### config.mk
export PLATFORM = sky130hd
export DESIGN_NAME = echo_escape_decoder_flat
export DESIGN_NICKNAME = d
export VERILOG_FILES = /design/src/rtl/eed_pkg.sv /design/src/rtl/eed_if.sv /design/src/rtl/echo_escape_decoder.sv /design/src/flat_wrapper.sv
export SDC_FILE = /design/constraint.sdc
export NUM_CORES = 1
export LEC_CHECK = 0
export BUFFER_PORTS_ARGS = -buffer_cell sky130_fd_sc_hd__buf_4
export CAP_MARGIN = 10
export CORE_ASPECT_RATIO = 1.2
export CORE_UTILIZATION = 37
export CTS_BUF_LIST = sky130_fd_sc_hd__clkbuf_2 sky130_fd_sc_hd__clkbuf_4 sky130_fd_sc_hd__clkbuf_8
export DETAILED_ROUTE_END_ITERATION = 10
export GPL_TIMING_DRIVEN = 0
export PLACE_DENSITY = 0.52
export SLEW_MARGIN = 20
export SYNTH_ARGS = -nofsm -noshare
export SYNTH_HDL_FRONTEND = slang
export SYNTH_SLANG_ARGS = --single-unit
export TNS_END_PERCENT = 5
### constraint.sdc
create_clock -name clk_i -period 5.2 [get_ports clk_i]
set_clock_uncertainty 0.05 [all_clocks]
set_input_delay 0.26 -clock clk_i [delete_from_list [all_inputs] [get_ports clk_i]]
set_output_delay 0.26 -clock clk_i [all_outputs]
set_load 0.05 [all_outputs]
### src/rtl/eed_pkg.sv
`default_nettype none

package eed_pkg;

  // Character codes used by the decoder
  localparam logic [7:0] CHAR_BACKSLASH = 8'h5C;
  localparam logic [7:0] CHAR_SPACE     = 8'h20;
  localparam logic [7:0] CHAR_NEWLINE   = 8'h0A;
  localparam logic [7:0] CHAR_TAB       = 8'h09;
  localparam logic [7:0] CHAR_CR        = 8'h0D;
  localparam logic [7:0] CHAR_BELL      = 8'h07;
  localparam logic [7:0] CHAR_BSPACE    = 8'h08;
  localparam logic [7:0] CHAR_FFEED     = 8'h0C;
  localparam logic [7:0] CHAR_VTAB      = 8'h0B;
  localparam logic [7:0] CHAR_ESC       = 8'h1B;
  localparam logic [7:0] CHAR_ZERO      = 8'h30;
  localparam logic [7:0] CHAR_SEVEN     = 8'h37;

  // Escape letters
  localparam logic [7:0] LTR_N = 8'h6E;
  localparam logic [7:0] LTR_T = 8'h74;
  localparam logic [7:0] LTR_R = 8'h72;
  localparam logic [7:0] LTR_A = 8'h61;
  localparam logic [7:0] LTR_B = 8'h62;
  localparam logic [7:0] LTR_F = 8'h66;
  localparam logic [7:0] LTR_V = 8'h76;
  localparam logic [7:0] LTR_E = 8'h65;
  localparam logic [7:0] LTR_C = 8'h63;

  localparam logic [1:0] OCTAL_MAX_DIGITS = 2'd3;

  // Configuration register indexes
  localparam logic [1:0] CFG_INTERPRET = 2'd0;
  localparam logic [1:0] CFG_SUPPRESS  = 2'd1;

  typedef enum logic [1:0] {
    OP_CHAR = 2'd0,
    OP_SEP  = 2'd1,
    OP_EOL  = 2'd2
  } op_e;

  typedef enum logic [1:0] {
    MODE_NORMAL = 2'd0,
    MODE_ESCAPE = 2'd1,
    MODE_OCTAL  = 2'd2
  } mode_e;

  typedef struct packed {
    logic [7:0] data;
    logic       last;
  } res_t;

endpackage

`default_nettype wire

### src/rtl/eed_if.sv
`default_nettype none

// Input event channel
interface eed_in_if;
  logic       valid;
  logic       ready;
  logic [1:0] opcode;
  logic [7:0] char_in;

  modport source (output valid, output opcode, output char_in, input ready);
  modport sink   (input valid, input opcode, input char_in, output ready);
endinterface

// Output byte channel
interface eed_out_if;
  logic       valid;
  logic       ready;
  logic [7:0] out_byte;
  logic       last_of_run;

  modport source (output valid, output out_byte, output last_of_run, input ready);
  modport sink   (input valid, input out_byte, input last_of_run, output ready);
endinterface

// Configuration write channel
interface eed_cfg_if;
  logic       valid;
  logic       ready;
  logic [1:0] index;
  logic       data;

  modport source (output valid, output index, output data, input ready);
  modport sink   (input valid, input index, input data, output ready);
endinterface

`default_nettype wire

### src/rtl/echo_escape_decoder.sv
// Escape decoder for the output stage of an echo command.
// in_i   : one event word per handshake: opcode 0 is an argument byte (char_in),
//          1 an argument separator, 2 end of line; opcode 3 is dropped.
// out_o  : emitted bytes; last_of_run marks the final byte caused by one event.
//          An event gives zero, one or two bytes.
// cfg_i  : register writes, always ready. Index 0 enables escape decoding,
//          index 1 suppresses the trailing newline. Other indexes are ignored.
//          Write only while the block is idle.
// Output: accepted bytes go into the result queue and reach out_o in order.
// Throughput: one event per cycle while each event gives at most one byte
//          and out_o is ready; a two-byte event sends its bytes in turn. The limit is
//          the single output port draining a 4-word result queue.
// Stalls: in_i.ready drops when the queue has fewer than two free words, so a
//          stalled receiver backs up into the sender without loss; an event is
//          accepted while earlier bytes still wait in the queue.
// Reset: queue emptied, decoder back to normal text, both registers cleared.
`default_nettype none

module echo_escape_decoder
  import eed_pkg::*;
(
  input  wire        clk_i,
  input  wire        rst_ni,
  eed_in_if.sink     in_i,
  eed_out_if.source  out_o,
  eed_cfg_if.sink    cfg_i
);

  localparam int QDEPTH = 4;
  localparam int PW     = $clog2(QDEPTH);

  // Config registers
  logic interp_q, supp_q;

  // Decoder state
  mode_e       mode_q, mode_d;
  logic [8:0]  oval_q, oval_d;
  logic [1:0]  ocnt_q, ocnt_d;
  logic        stop_q, stop_d;

  // Result queue
  res_t          q_mem [QDEPTH];
  logic [PW-1:0] wr_ptr_q, rd_ptr_q;
  logic [PW:0]   cnt_q, cnt_d;

  logic       in_acc, out_acc;
  logic [1:0] n_res;
  logic [7:0] res_b [2];

  // Combinational decode of one event
  logic       has_pend;
  logic [7:0] pend_b;
  logic       is_oct;
  logic [8:0] oval_nx;
  logic [1:0] ocnt_nx;
  logic       do_norm;

  assign in_acc  = in_i.valid && in_i.ready;
  assign out_acc = out_o.valid && out_o.ready;
  assign in_i.ready = (cnt_q <= (PW+1)'(QDEPTH - 2));
  assign cfg_i.ready = 1'b1;

  assign has_pend = (mode_q != MODE_NORMAL);
  assign pend_b   = (mode_q == MODE_ESCAPE) ? CHAR_BACKSLASH : oval_q[7:0];
  assign is_oct   = (in_i.char_in >= CHAR_ZERO) && (in_i.char_in <= CHAR_SEVEN);
  assign oval_nx  = {oval_q[5:0], in_i.char_in[2:0]};
  assign ocnt_nx  = ocnt_q + 2'd1;

  always_comb begin
    mode_d   = mode_q;
    oval_d   = oval_q;
    ocnt_d   = ocnt_q;
    stop_d   = stop_q;
    n_res    = 2'd0;
    res_b[0] = CHAR_SPACE;
    res_b[1] = CHAR_SPACE;
    do_norm  = 1'b0;

    case (op_e'(in_i.opcode))
      OP_CHAR: begin
        if (!stop_q) begin
          if (!interp_q) begin
            // Flush any pending sequence, then pass the byte
            if (has_pend) begin
              res_b[0] = pend_b;
              res_b[1] = in_i.char_in;
              n_res    = 2'd2;
            end else begin
              res_b[0] = in_i.char_in;
              n_res    = 2'd1;
            end
            mode_d = MODE_NORMAL;
            oval_d = '0;
            ocnt_d = '0;
          end else begin
            unique case (mode_q)
              MODE_ESCAPE: begin
                mode_d = MODE_NORMAL;
                n_res  = 2'd1;
                unique case (in_i.char_in)
                  LTR_N:          res_b[0] = CHAR_NEWLINE;
                  LTR_T:          res_b[0] = CHAR_TAB;
                  LTR_R:          res_b[0] = CHAR_CR;
                  LTR_A:          res_b[0] = CHAR_BELL;
                  LTR_B:          res_b[0] = CHAR_BSPACE;
                  LTR_F:          res_b[0] = CHAR_FFEED;
                  LTR_V:          res_b[0] = CHAR_VTAB;
                  LTR_E:          res_b[0] = CHAR_ESC;
                  CHAR_BACKSLASH: res_b[0] = CHAR_BACKSLASH;
                  LTR_C: begin
                    stop_d = 1'b1;
                    n_res  = 2'd0;
                  end
                  CHAR_ZERO: begin
                    mode_d = MODE_OCTAL;
                    oval_d = '0;
                    ocnt_d = '0;
                    n_res  = 2'd0;
                  end
                  default: begin
                    // unknown escape: backslash and the byte itself
                    res_b[0] = CHAR_BACKSLASH;
                    res_b[1] = in_i.char_in;
                    n_res    = 2'd2;
                  end
                endcase
              end
              MODE_OCTAL: begin
                if (is_oct) begin
                  if (ocnt_nx >= OCTAL_MAX_DIGITS) begin
                    res_b[0] = oval_nx[7:0];
                    n_res    = 2'd1;
                    mode_d   = MODE_NORMAL;
                    oval_d   = '0;
                    ocnt_d   = '0;
                  end else begin
                    oval_d = oval_nx;
                    ocnt_d = ocnt_nx;
                  end
                end else begin
                  res_b[0] = oval_q[7:0];
                  n_res    = 2'd1;
                  mode_d   = MODE_NORMAL;
                  oval_d   = '0;
                  ocnt_d   = '0;
                  do_norm  = 1'b1;
                end
              end
              default: do_norm = 1'b1;
            endcase

            // Normal text handling, after a possible octal flush
            if (do_norm) begin
              if (in_i.char_in == CHAR_BACKSLASH) begin
                mode_d = MODE_ESCAPE;
              end else begin
                res_b[n_res[0]] = in_i.char_in;
                n_res           = n_res + 2'd1;
              end
            end
          end
        end
      end
      OP_SEP: begin
        if (!stop_q) begin
          if (has_pend) begin
            res_b[0] = pend_b;
            res_b[1] = CHAR_SPACE;
            n_res    = 2'd2;
          end else begin
            res_b[0] = CHAR_SPACE;
            n_res    = 2'd1;
          end
          mode_d = MODE_NORMAL;
          oval_d = '0;
          ocnt_d = '0;
        end
      end
      OP_EOL: begin
        if (!stop_q) begin
          if (has_pend) begin
            res_b[0] = pend_b;
            n_res    = 2'd1;
          end
          if (!supp_q) begin
            res_b[n_res[0]] = CHAR_NEWLINE;
            n_res           = n_res + 2'd1;
          end
        end
        mode_d = MODE_NORMAL;
        oval_d = '0;
        ocnt_d = '0;
        stop_d = 1'b0;
      end
      default: ; // unused opcode: no output, no state change
    endcase
  end

  // Config writes
  always_ff @(posedge clk_i or negedge rst_ni) begin
    if (!rst_ni) begin
      interp_q <= 1'b0;
      supp_q   <= 1'b0;
    end else if (cfg_i.valid && cfg_i.ready) begin
      if (cfg_i.index == CFG_INTERPRET) interp_q <= cfg_i.data;
      if (cfg_i.index == CFG_SUPPRESS)  supp_q   <= cfg_i.data;
    end
  end

  // Decoder state, updated per accepted event
  always_ff @(posedge clk_i or negedge rst_ni) begin
    if (!rst_ni) begin
      mode_q <= MODE_NORMAL;
      oval_q <= '0;
      ocnt_q <= '0;
      stop_q <= 1'b0;
    end else if (in_acc) begin
      mode_q <= mode_d;
      oval_q <= oval_d;
      ocnt_q <= ocnt_d;
      stop_q <= stop_d;
    end
  end

  // Result queue storage
  always_ff @(posedge clk_i) begin
    if (in_acc && (n_res != 2'd0)) begin
      q_mem[wr_ptr_q] <= '{data: res_b[0], last: (n_res == 2'd1)};
    end
    if (in_acc && (n_res == 2'd2)) begin
      q_mem[wr_ptr_q + PW'(1)] <= '{data: res_b[1], last: 1'b1};
    end
  end

  always_comb begin
    cnt_d = cnt_q;
    if (in_acc)  cnt_d = cnt_d + (PW+1)'(n_res);
    if (out_acc) cnt_d = cnt_d - (PW+1)'(1);
  end

  // Queue pointers
  always_ff @(posedge clk_i or negedge rst_ni) begin
    if (!rst_ni) begin
      wr_ptr_q <= '0;
      rd_ptr_q <= '0;
      cnt_q    <= '0;
    end else begin
      cnt_q <= cnt_d;
      if (in_acc)  wr_ptr_q <= wr_ptr_q + PW'(n_res);
      if (out_acc) rd_ptr_q <= rd_ptr_q + PW'(1);
    end
  end

  assign out_o.valid       = (cnt_q != '0);
  assign out_o.out_byte    = q_mem[rd_ptr_q].data;
  assign out_o.last_of_run = q_mem[rd_ptr_q].last;

endmodule

`default_nettype wire
### src/flat_wrapper.sv
// flat-port wrapper written by rule: the top's interface ports become plain ports
module echo_escape_decoder_flat import eed_pkg::*;
  (clk_i, rst_ni, in_i_valid, in_i_opcode, in_i_char_in, in_i_ready, out_o_valid, out_o_out_byte, out_o_last_of_run, out_o_ready, cfg_i_valid, cfg_i_index, cfg_i_data, cfg_i_ready);
  eed_in_if in_i_i ();
  eed_out_if out_o_i ();
  eed_cfg_if cfg_i_i ();
  input  wire clk_i;
  input  wire rst_ni;
  input wire logic [$bits(in_i_i.valid)-1:0] in_i_valid;
  input wire logic [$bits(in_i_i.opcode)-1:0] in_i_opcode;
  input wire logic [$bits(in_i_i.char_in)-1:0] in_i_char_in;
  output wire logic [$bits(in_i_i.ready)-1:0] in_i_ready;
  output wire logic [$bits(out_o_i.valid)-1:0] out_o_valid;
  output wire logic [$bits(out_o_i.out_byte)-1:0] out_o_out_byte;
  output wire logic [$bits(out_o_i.last_of_run)-1:0] out_o_last_of_run;
  input wire logic [$bits(out_o_i.ready)-1:0] out_o_ready;
  input wire logic [$bits(cfg_i_i.valid)-1:0] cfg_i_valid;
  input wire logic [$bits(cfg_i_i.index)-1:0] cfg_i_index;
  input wire logic [$bits(cfg_i_i.data)-1:0] cfg_i_data;
  output wire logic [$bits(cfg_i_i.ready)-1:0] cfg_i_ready;
  assign in_i_i.valid = in_i_valid;
  assign in_i_i.opcode = in_i_opcode;
  assign in_i_i.char_in = in_i_char_in;
  assign in_i_ready = in_i_i.ready;
  assign out_o_valid = out_o_i.valid;
  assign out_o_out_byte = out_o_i.out_byte;
  assign out_o_last_of_run = out_o_i.last_of_run;
  assign out_o_i.ready = out_o_ready;
  assign cfg_i_i.valid = cfg_i_valid;
  assign cfg_i_i.index = cfg_i_index;
  assign cfg_i_i.data = cfg_i_data;
  assign cfg_i_ready = cfg_i_i.ready;
  echo_escape_decoder u_core (.clk_i(clk_i), .rst_ni(rst_ni), .in_i(in_i_i), .out_o(out_o_i), .cfg_i(cfg_i_i));
endmodule
# --- Word level (Yosys, flattened, before mapping) ---
# Memories as Yosys holds them, arrays and structs flattened.
# Index checks and enable logic that the tools add are counted.
# W data, S select, Z words.
totals:
  out_inout_bits: 12
  in_bits: 18
  regBits: 22
  ramBits: 36
  wordCells: 166
  n_memories: 1
classes:
  reduce_logical: 22
  muxes: 91
  n_lt_le_gt_ge: 8
  add_sub_neg: 8
  bitwise_logic: 5
  eq_ne: 22
memory_table:
  columns: ["memory", "words", "width", "read_ports", "rd_clocked_by_memory_dff", "write_ports", "line", "rtl"]
  rows:
  - ["u_core.q_mem", 4, 9, 1, 0, 2, "echo_escape_decoder.sv:42", "res_t q_mem [QDEPTH];"]
op_table:
  columns: ["op", "n"]
  rows:
  - ["$mux W8", 24]
  - ["$mux W16", 7]
  - ["$eq A8 B7 Y1 const B", 10]
  - ["$pmux W7 S9", 1]
  - ["$mux W2", 26]
  - ["$pmux W16 S3", 1]
  - ["$pmux W8 S2", 2]
  - ["$pmux W8 S3", 1]
  - ["$pmux W2 S3", 3]
  - ["$bwmux W16", 1]
  - ["$demux W8 S1", 2]
  - ["$pmux W2 S2", 4]
  - ["$mux W1", 15]
  - ["$and A12 B12 Y12", 1]
  - ["$not A12 Y12", 1]
  - ["$reduce_or A11 Y1", 1]
  - ["$add A2 B1 Y2 const B", 5]
  - ["$reduce_or A9 Y1", 1]
  - ["$eq A2 B1 Y1 const B", 4]
  - ["$eq A8 B6 Y1 const B", 1]
  - ["$ge A8 B6 Y1 const B", 1]
  - ["$le A8 B6 Y1 const B", 1]
  - ["$ne A4 B4 Y1 const B", 2]
  - ["$logic_and A1 B1 Y1", 7]
  - ["19 further kinds", 34]

# --- Depth between registers and ports, before layout ---
depth:
  depth_word: 19
  mapped_depth: 17
  ltp_nobuf: 16

# --- Worst setup path after synthesis ---
# No wires, ideal clock.
synth_path:
  path_kind: "register to register"
  startpoint: "reg u_core.mode_q[1]"
  endpoint: "reg u_core.cnt_q[2]"
  setup_ns: 0.125
  t_arrival_ns: 3.751
  period_less_slack_ns: 3.927
  n_path_buf: 2
  path_slack_ns: 1.273
  path_stages_with_launch: 18
  required_time_ns: 5.025
  cell_sequence: "dfrtp_1 > clkbuf_1 > inv_1 > ha_1 > or4b_1 > o311a_1 > or3_4 > nand3_2 > a32o_1 > buf_4 > ha_1 > inv_1 > fa_1 > nor2_1 > a21oi_1 > ha_1 > nand2_1 > xor2_1"
synth_between:
  elab_chain_cells: 15
  elab_cells_between_ends: 29
  cone_classes: "add/sub (4); eq/ne (2); mux (22); reduce/logical (1)"
synth_lines:
  columns: ["item", "line", "rtl"]
  rows:
  - ["start: declaration", "echo_escape_decoder.sv:36", "mode_e mode_q, mode_d;"]
  - ["start signal: assignment", "echo_escape_decoder.sv:218", "mode_q <= mode_d;"]
  - ["$eq A2 B2 Y1 / $eq A2 B1 Y1 (equally long branches)", "echo_escape_decoder.sv:96", "unique case (mode_q)"]
  - ["$pmux W2 S2", "echo_escape_decoder.sv:96", null]
  - ["$mux W2", "echo_escape_decoder.sv:82", "if (!interp_q) begin"]
  - ["$mux W2", "echo_escape_decoder.sv:81", "if (!stop_q) begin"]
  - ["$mux W2", "echo_escape_decoder.sv:79", "case (op_e'(in_i.opcode))"]
  - ["$add A2 B1 Y2", "echo_escape_decoder.sv:158", "n_res = n_res + 2'd1;"]
  - ["$mux W2", "echo_escape_decoder.sv:154", "if (in_i.char_in == CHAR_BACKSLASH) begin"]
  - ["$mux W2", "echo_escape_decoder.sv:153", "if (do_norm) begin"]
  - ["$mux W2", "echo_escape_decoder.sv:82", null]
  - ["$mux W2", "echo_escape_decoder.sv:81", null]
  - ["$pmux W2 S3 (*)", "echo_escape_decoder.sv:79", null]
  - ["$add A3 B2 Y3 (*)", "echo_escape_decoder.sv:237", "if (in_acc) cnt_d = cnt_d + (PW+1)'(n_res);"]
  - ["$mux W3 (*)", "echo_escape_decoder.sv:237", null]
  - ["$sub A3 B1 Y3", "echo_escape_decoder.sv:238", "if (out_acc) cnt_d = cnt_d - (PW+1)'(1);"]
  - ["$mux W3 (*)", "echo_escape_decoder.sv:238", null]
  - ["named net u_core.cnt_d[2]", "echo_escape_decoder.sv:44", "logic [PW:0] cnt_q, cnt_d;"]
  - ["end signal: assignment", "echo_escape_decoder.sv:248", "cnt_q <= cnt_d;"]
  - ["end: declaration", "echo_escape_decoder.sv:44", null]
# Mark *: on every way through the listed nets, which the timed path passes. The rest lies on a longest branch. The select of a mux whose other input is x is not followed.
# A chain may end at the register's enable or synchronous reset.

# --- Worst setup path in the final report ---
# Ends and elaborated chain as after synthesis.

==> results.txt <==
Status -> complete, no violations
RSZ-0062 raised after global routing -> false
Worst-case headroom to the max-slew limit -> 34.06%
Worst reg-to-reg setup slack -> 0.74 ns
Largest net degree at the start of global routing -> 23
PwrDens -> 358.2 nW/um2
Initial antenna violation count -> 0
Top cell type by total area after synthesis -> edfxtp_1
All-Layer GR Usage -> 22.68%
Synth warn -> 0
Fin crit share -> 85.82%
Finished Cell Area -> 5022 um2
Fin. Hold Viols -> 0
CTS Hold Bufs -> 1
Placed Area -> 4800 um2
Worst Setup End Kind -> flop
First-pass GRT wire length -> 20.98 mm
FP Rows -> 43
Antenna diodes -> 0
Vias in the first global route -> 3,852
Maxcap violations -> 0
RePlAce Congestion -> 0.8899
R2R Path End -> u_core.cnt_q[2]
Num CTS Buffers -> 9
Leakage Power -> 1.770 nW
Endpoint, Worst Hold -> u_core.interp_q
Setup Crit Path Kind -> flop to flop
Via count -> 3,944
WL final -> 13.03 mm
Worst Path Max Fanout -> 9
Critical Path Most Common Cell -> ha_1
H-tree depth -> 3
Slowest cell on crit path -> or4b_1
Final Critical Period -> 4.463 ns
Number of library cell types mapped by synthesis -> 89
Syn Nets -> 498
Cell depth of the worst min-delay path -> 3
Detailed Place HPWL -> 10.10 mm
Share of layout cells above drive strength 1 -> 18.66%
Area Overhead vs Synth -> 13.94%
CP top delay family -> adder cells
Chip height -> 121.6 um
Setup TNS -> 0 ns
Synth Cell Area -> 4408 um2
Clk Latency, worst-skew pair -> 0.37 ns
Max-slew violations -> 0
Core ar. -> 11,570 um2
Final net count -> 536
Worst hold start -> cfg_i_data
Dominant synthesized flop cell -> edfxtp_1
Pre-antenna DRT Iters -> 5
Overflow left after global routing -> 0
Req. time, crit path -> 5.40 ns
Number of standard cells after synthesis -> 466
Iteration-0 DRC count of the detailed router -> 280
Ys async rst share -> 37.93%
Synth top area share -> 21.80%
Die X -> 101.6 um
Yosys reg bits -> 58
Die Area -> 12,360 um2
Mean routed wirelength per cell -> 19.56 um
Ports -> 30
Via-to-Cell Ratio -> 5.922
R2R Path Start -> u_core.mode_q[1]
Antenna Nets Post-Route -> 0
TritonCTS clock tree -> yes
Post-synth EDFFs -> 32
Root Buffer -> clkbuf_8
Avg Cell Area, Syn -> 9.459 um2
DR DRC count -> 0
PostCTS Resize Cnt -> 0
Final setup violation count -> 0
Area contributors post-synth -> edfxtp_1 (22%), dfrtp_1 (12%), mux4_2 (4.6%)
Seq/Total Area, Yosys -> 36.11%
# port buffers -> 26
Max frequency -> 0.2241 GHz
Initial core utilization -> 38.11%
CTS Sinks -> 58
Crit path DAT -> 4.66 ns
Post-CTS setup buffer count -> 0
Hold WC Path Type -> input pin to flop
Worst R2R Path Depth -> 17
Crit-path cells -> clkbuf_1 -> inv_1 -> ha_1 -> or4b_1 -> o311a_1 -> or3_4 -> nand3_2 -> a32o_1 -> buf_4 -> ha_1 -> inv_1 -> fa_1 -> nor2_1 -> a21oi_1 -> ha_1 -> nand2_1 -> xor2_1
CTS max path bufs -> 2
Critical path buffers and inverters -> 4
VDD IR max -> 0.1623 mV
Worst path max stage delay -> 0.50 ns
Slew of the pin with the lowest slew margin -> 0.9800 ns
Startpoint class of the critical path -> flop
Clock slew at reported path FFs -> 0.08 ns
stage by stage:
stage	total power, W	hold WS (ns)	std cells	setup WS (ns)	utilization (%)
floorplan	0.001144	-0.08559	466	1.273	-
global placement	0.001322	0.1235	649	0.6317	41.49
detailed placement	0.001338	0.1293	649	0.7934	41.49
CTS	0.001807	0.06277	666	0.7756	43.42
global route	0.001903	0.08020	666	0.3945	43.42
finish	0.001799	0.06022	666	0.7373	43.42
layout by cell type (no fill, tap or decap), types with 11 or more instances in the layout:
cell type,instances
nand2_1,52
o21ai_0,28
nor2_1,24
a21oi_1,14
inv_1,17
clkbuf_1,17
buf_4,32
o32ai_1,14
ha_1,13
dfrtp_1,22
edfxtp_1,32
o22ai_1,11
power breakdown:
part	switching, W	internal (W)	leakage (nW)
Combinational	0.000472	0.000263	1.06
Clock	0.000205	0.000272	0.107
Sequential	0.0000361	0.000552	0.605
Total	0.000713	0.00109	1.77
cells by family (layout without fill, tap and decap cells):
| logic type | after synthesis | in the layout | synth area share [%] |
|---|---|---|---|
| and+or+nand+nor | 166 | 166 | 21.66 |
| AOI/OAI and AO/OA | 154 | 154 | 25.52 |
| DFF | 58 | 58 | 36.11 |
| buffers and inverters | 52 | 95 | 5.336 |
| adders and majority gates | 14 | 14 | 4.144 |
| muxes | 14 | 14 | 5.762 |
| xor gates and xnor gates | 7 | 7 | 1.391 |
| other | 1 | 1 | 0.08507 |
area by class of cell:
cell class                      count  area (um2)
Inverter                           18       67.56
Multi-Input combinational cell    356        2581
Fill cell                        1154        6545
Timing Repair Buffer               27       205.2
Tap cell                          157       196.4
Buffer                             34       167.7
Clock inverter                      6       81.33
Sequential cell                    58        1592
Clock buffer                       10       131.4
worst max path at each step:
stage,startpoint,cells after the start,slack [ns],to
2_1_floorplan,u_core.mode_q[1],17,1.27,u_core.cnt_q[2]
3_3_place_gp,u_core.mode_q[1],14,0.63,u_core.q_mem[1][7]
3_5_place_dp,u_core.mode_q[1],17,0.79,u_core.cnt_q[2]
4_1_cts,u_core.mode_q[1],17,0.78,u_core.cnt_q[2]
5_1_grt,u_core.mode_q[1],17,0.39,u_core.cnt_q[2]
6_report,u_core.mode_q[1],17,0.74,u_core.cnt_q[2]
worst min-delay path, delay by kind of cell:
family / cells / cell delay [ns]
buf+inv: 1 / 0.08
compound gates: 1 / 0.06
simple gates: 1 / 0.04
sequential cells by signal (all words and copies together) (netlist names):
| signal | flops |
|---|---|
| u_core.cnt_q | 3 |
| u_core.interp_q | 1 |
| u_core.mode_q | 2 |
| u_core.ocnt_q | 2 |
| u_core.oval_q | 8 |
| u_core.q_mem | 36 |
| u_core.rd_ptr_q | 2 |
| u_core.stop_q | 1 |
| u_core.supp_q | 1 |
| u_core.wr_ptr_q | 2 |
synth_stat cells (all sizes together) (11+ instances only):
| cell | instances |
|---|---|
| clkbuf | 17 |
| o32ai | 14 |
| nor2 | 25 |
| nand2 | 53 |
| buf | 17 |
| a21oi | 14 |
| inv | 18 |
| ha | 13 |
| o22ai | 11 |
| o21ai | 39 |
| edfxtp | 32 |
| dfrtp | 22 |
| nand3 | 12 |
layer usage:
metal,global-route usage [%],part of all wire (%)
met5,0,0
met4,8.605,2.9
met3,3.901,4.6
met2,38.68,49
met1,28.40,43
Power figures use the tool's default switching activity.
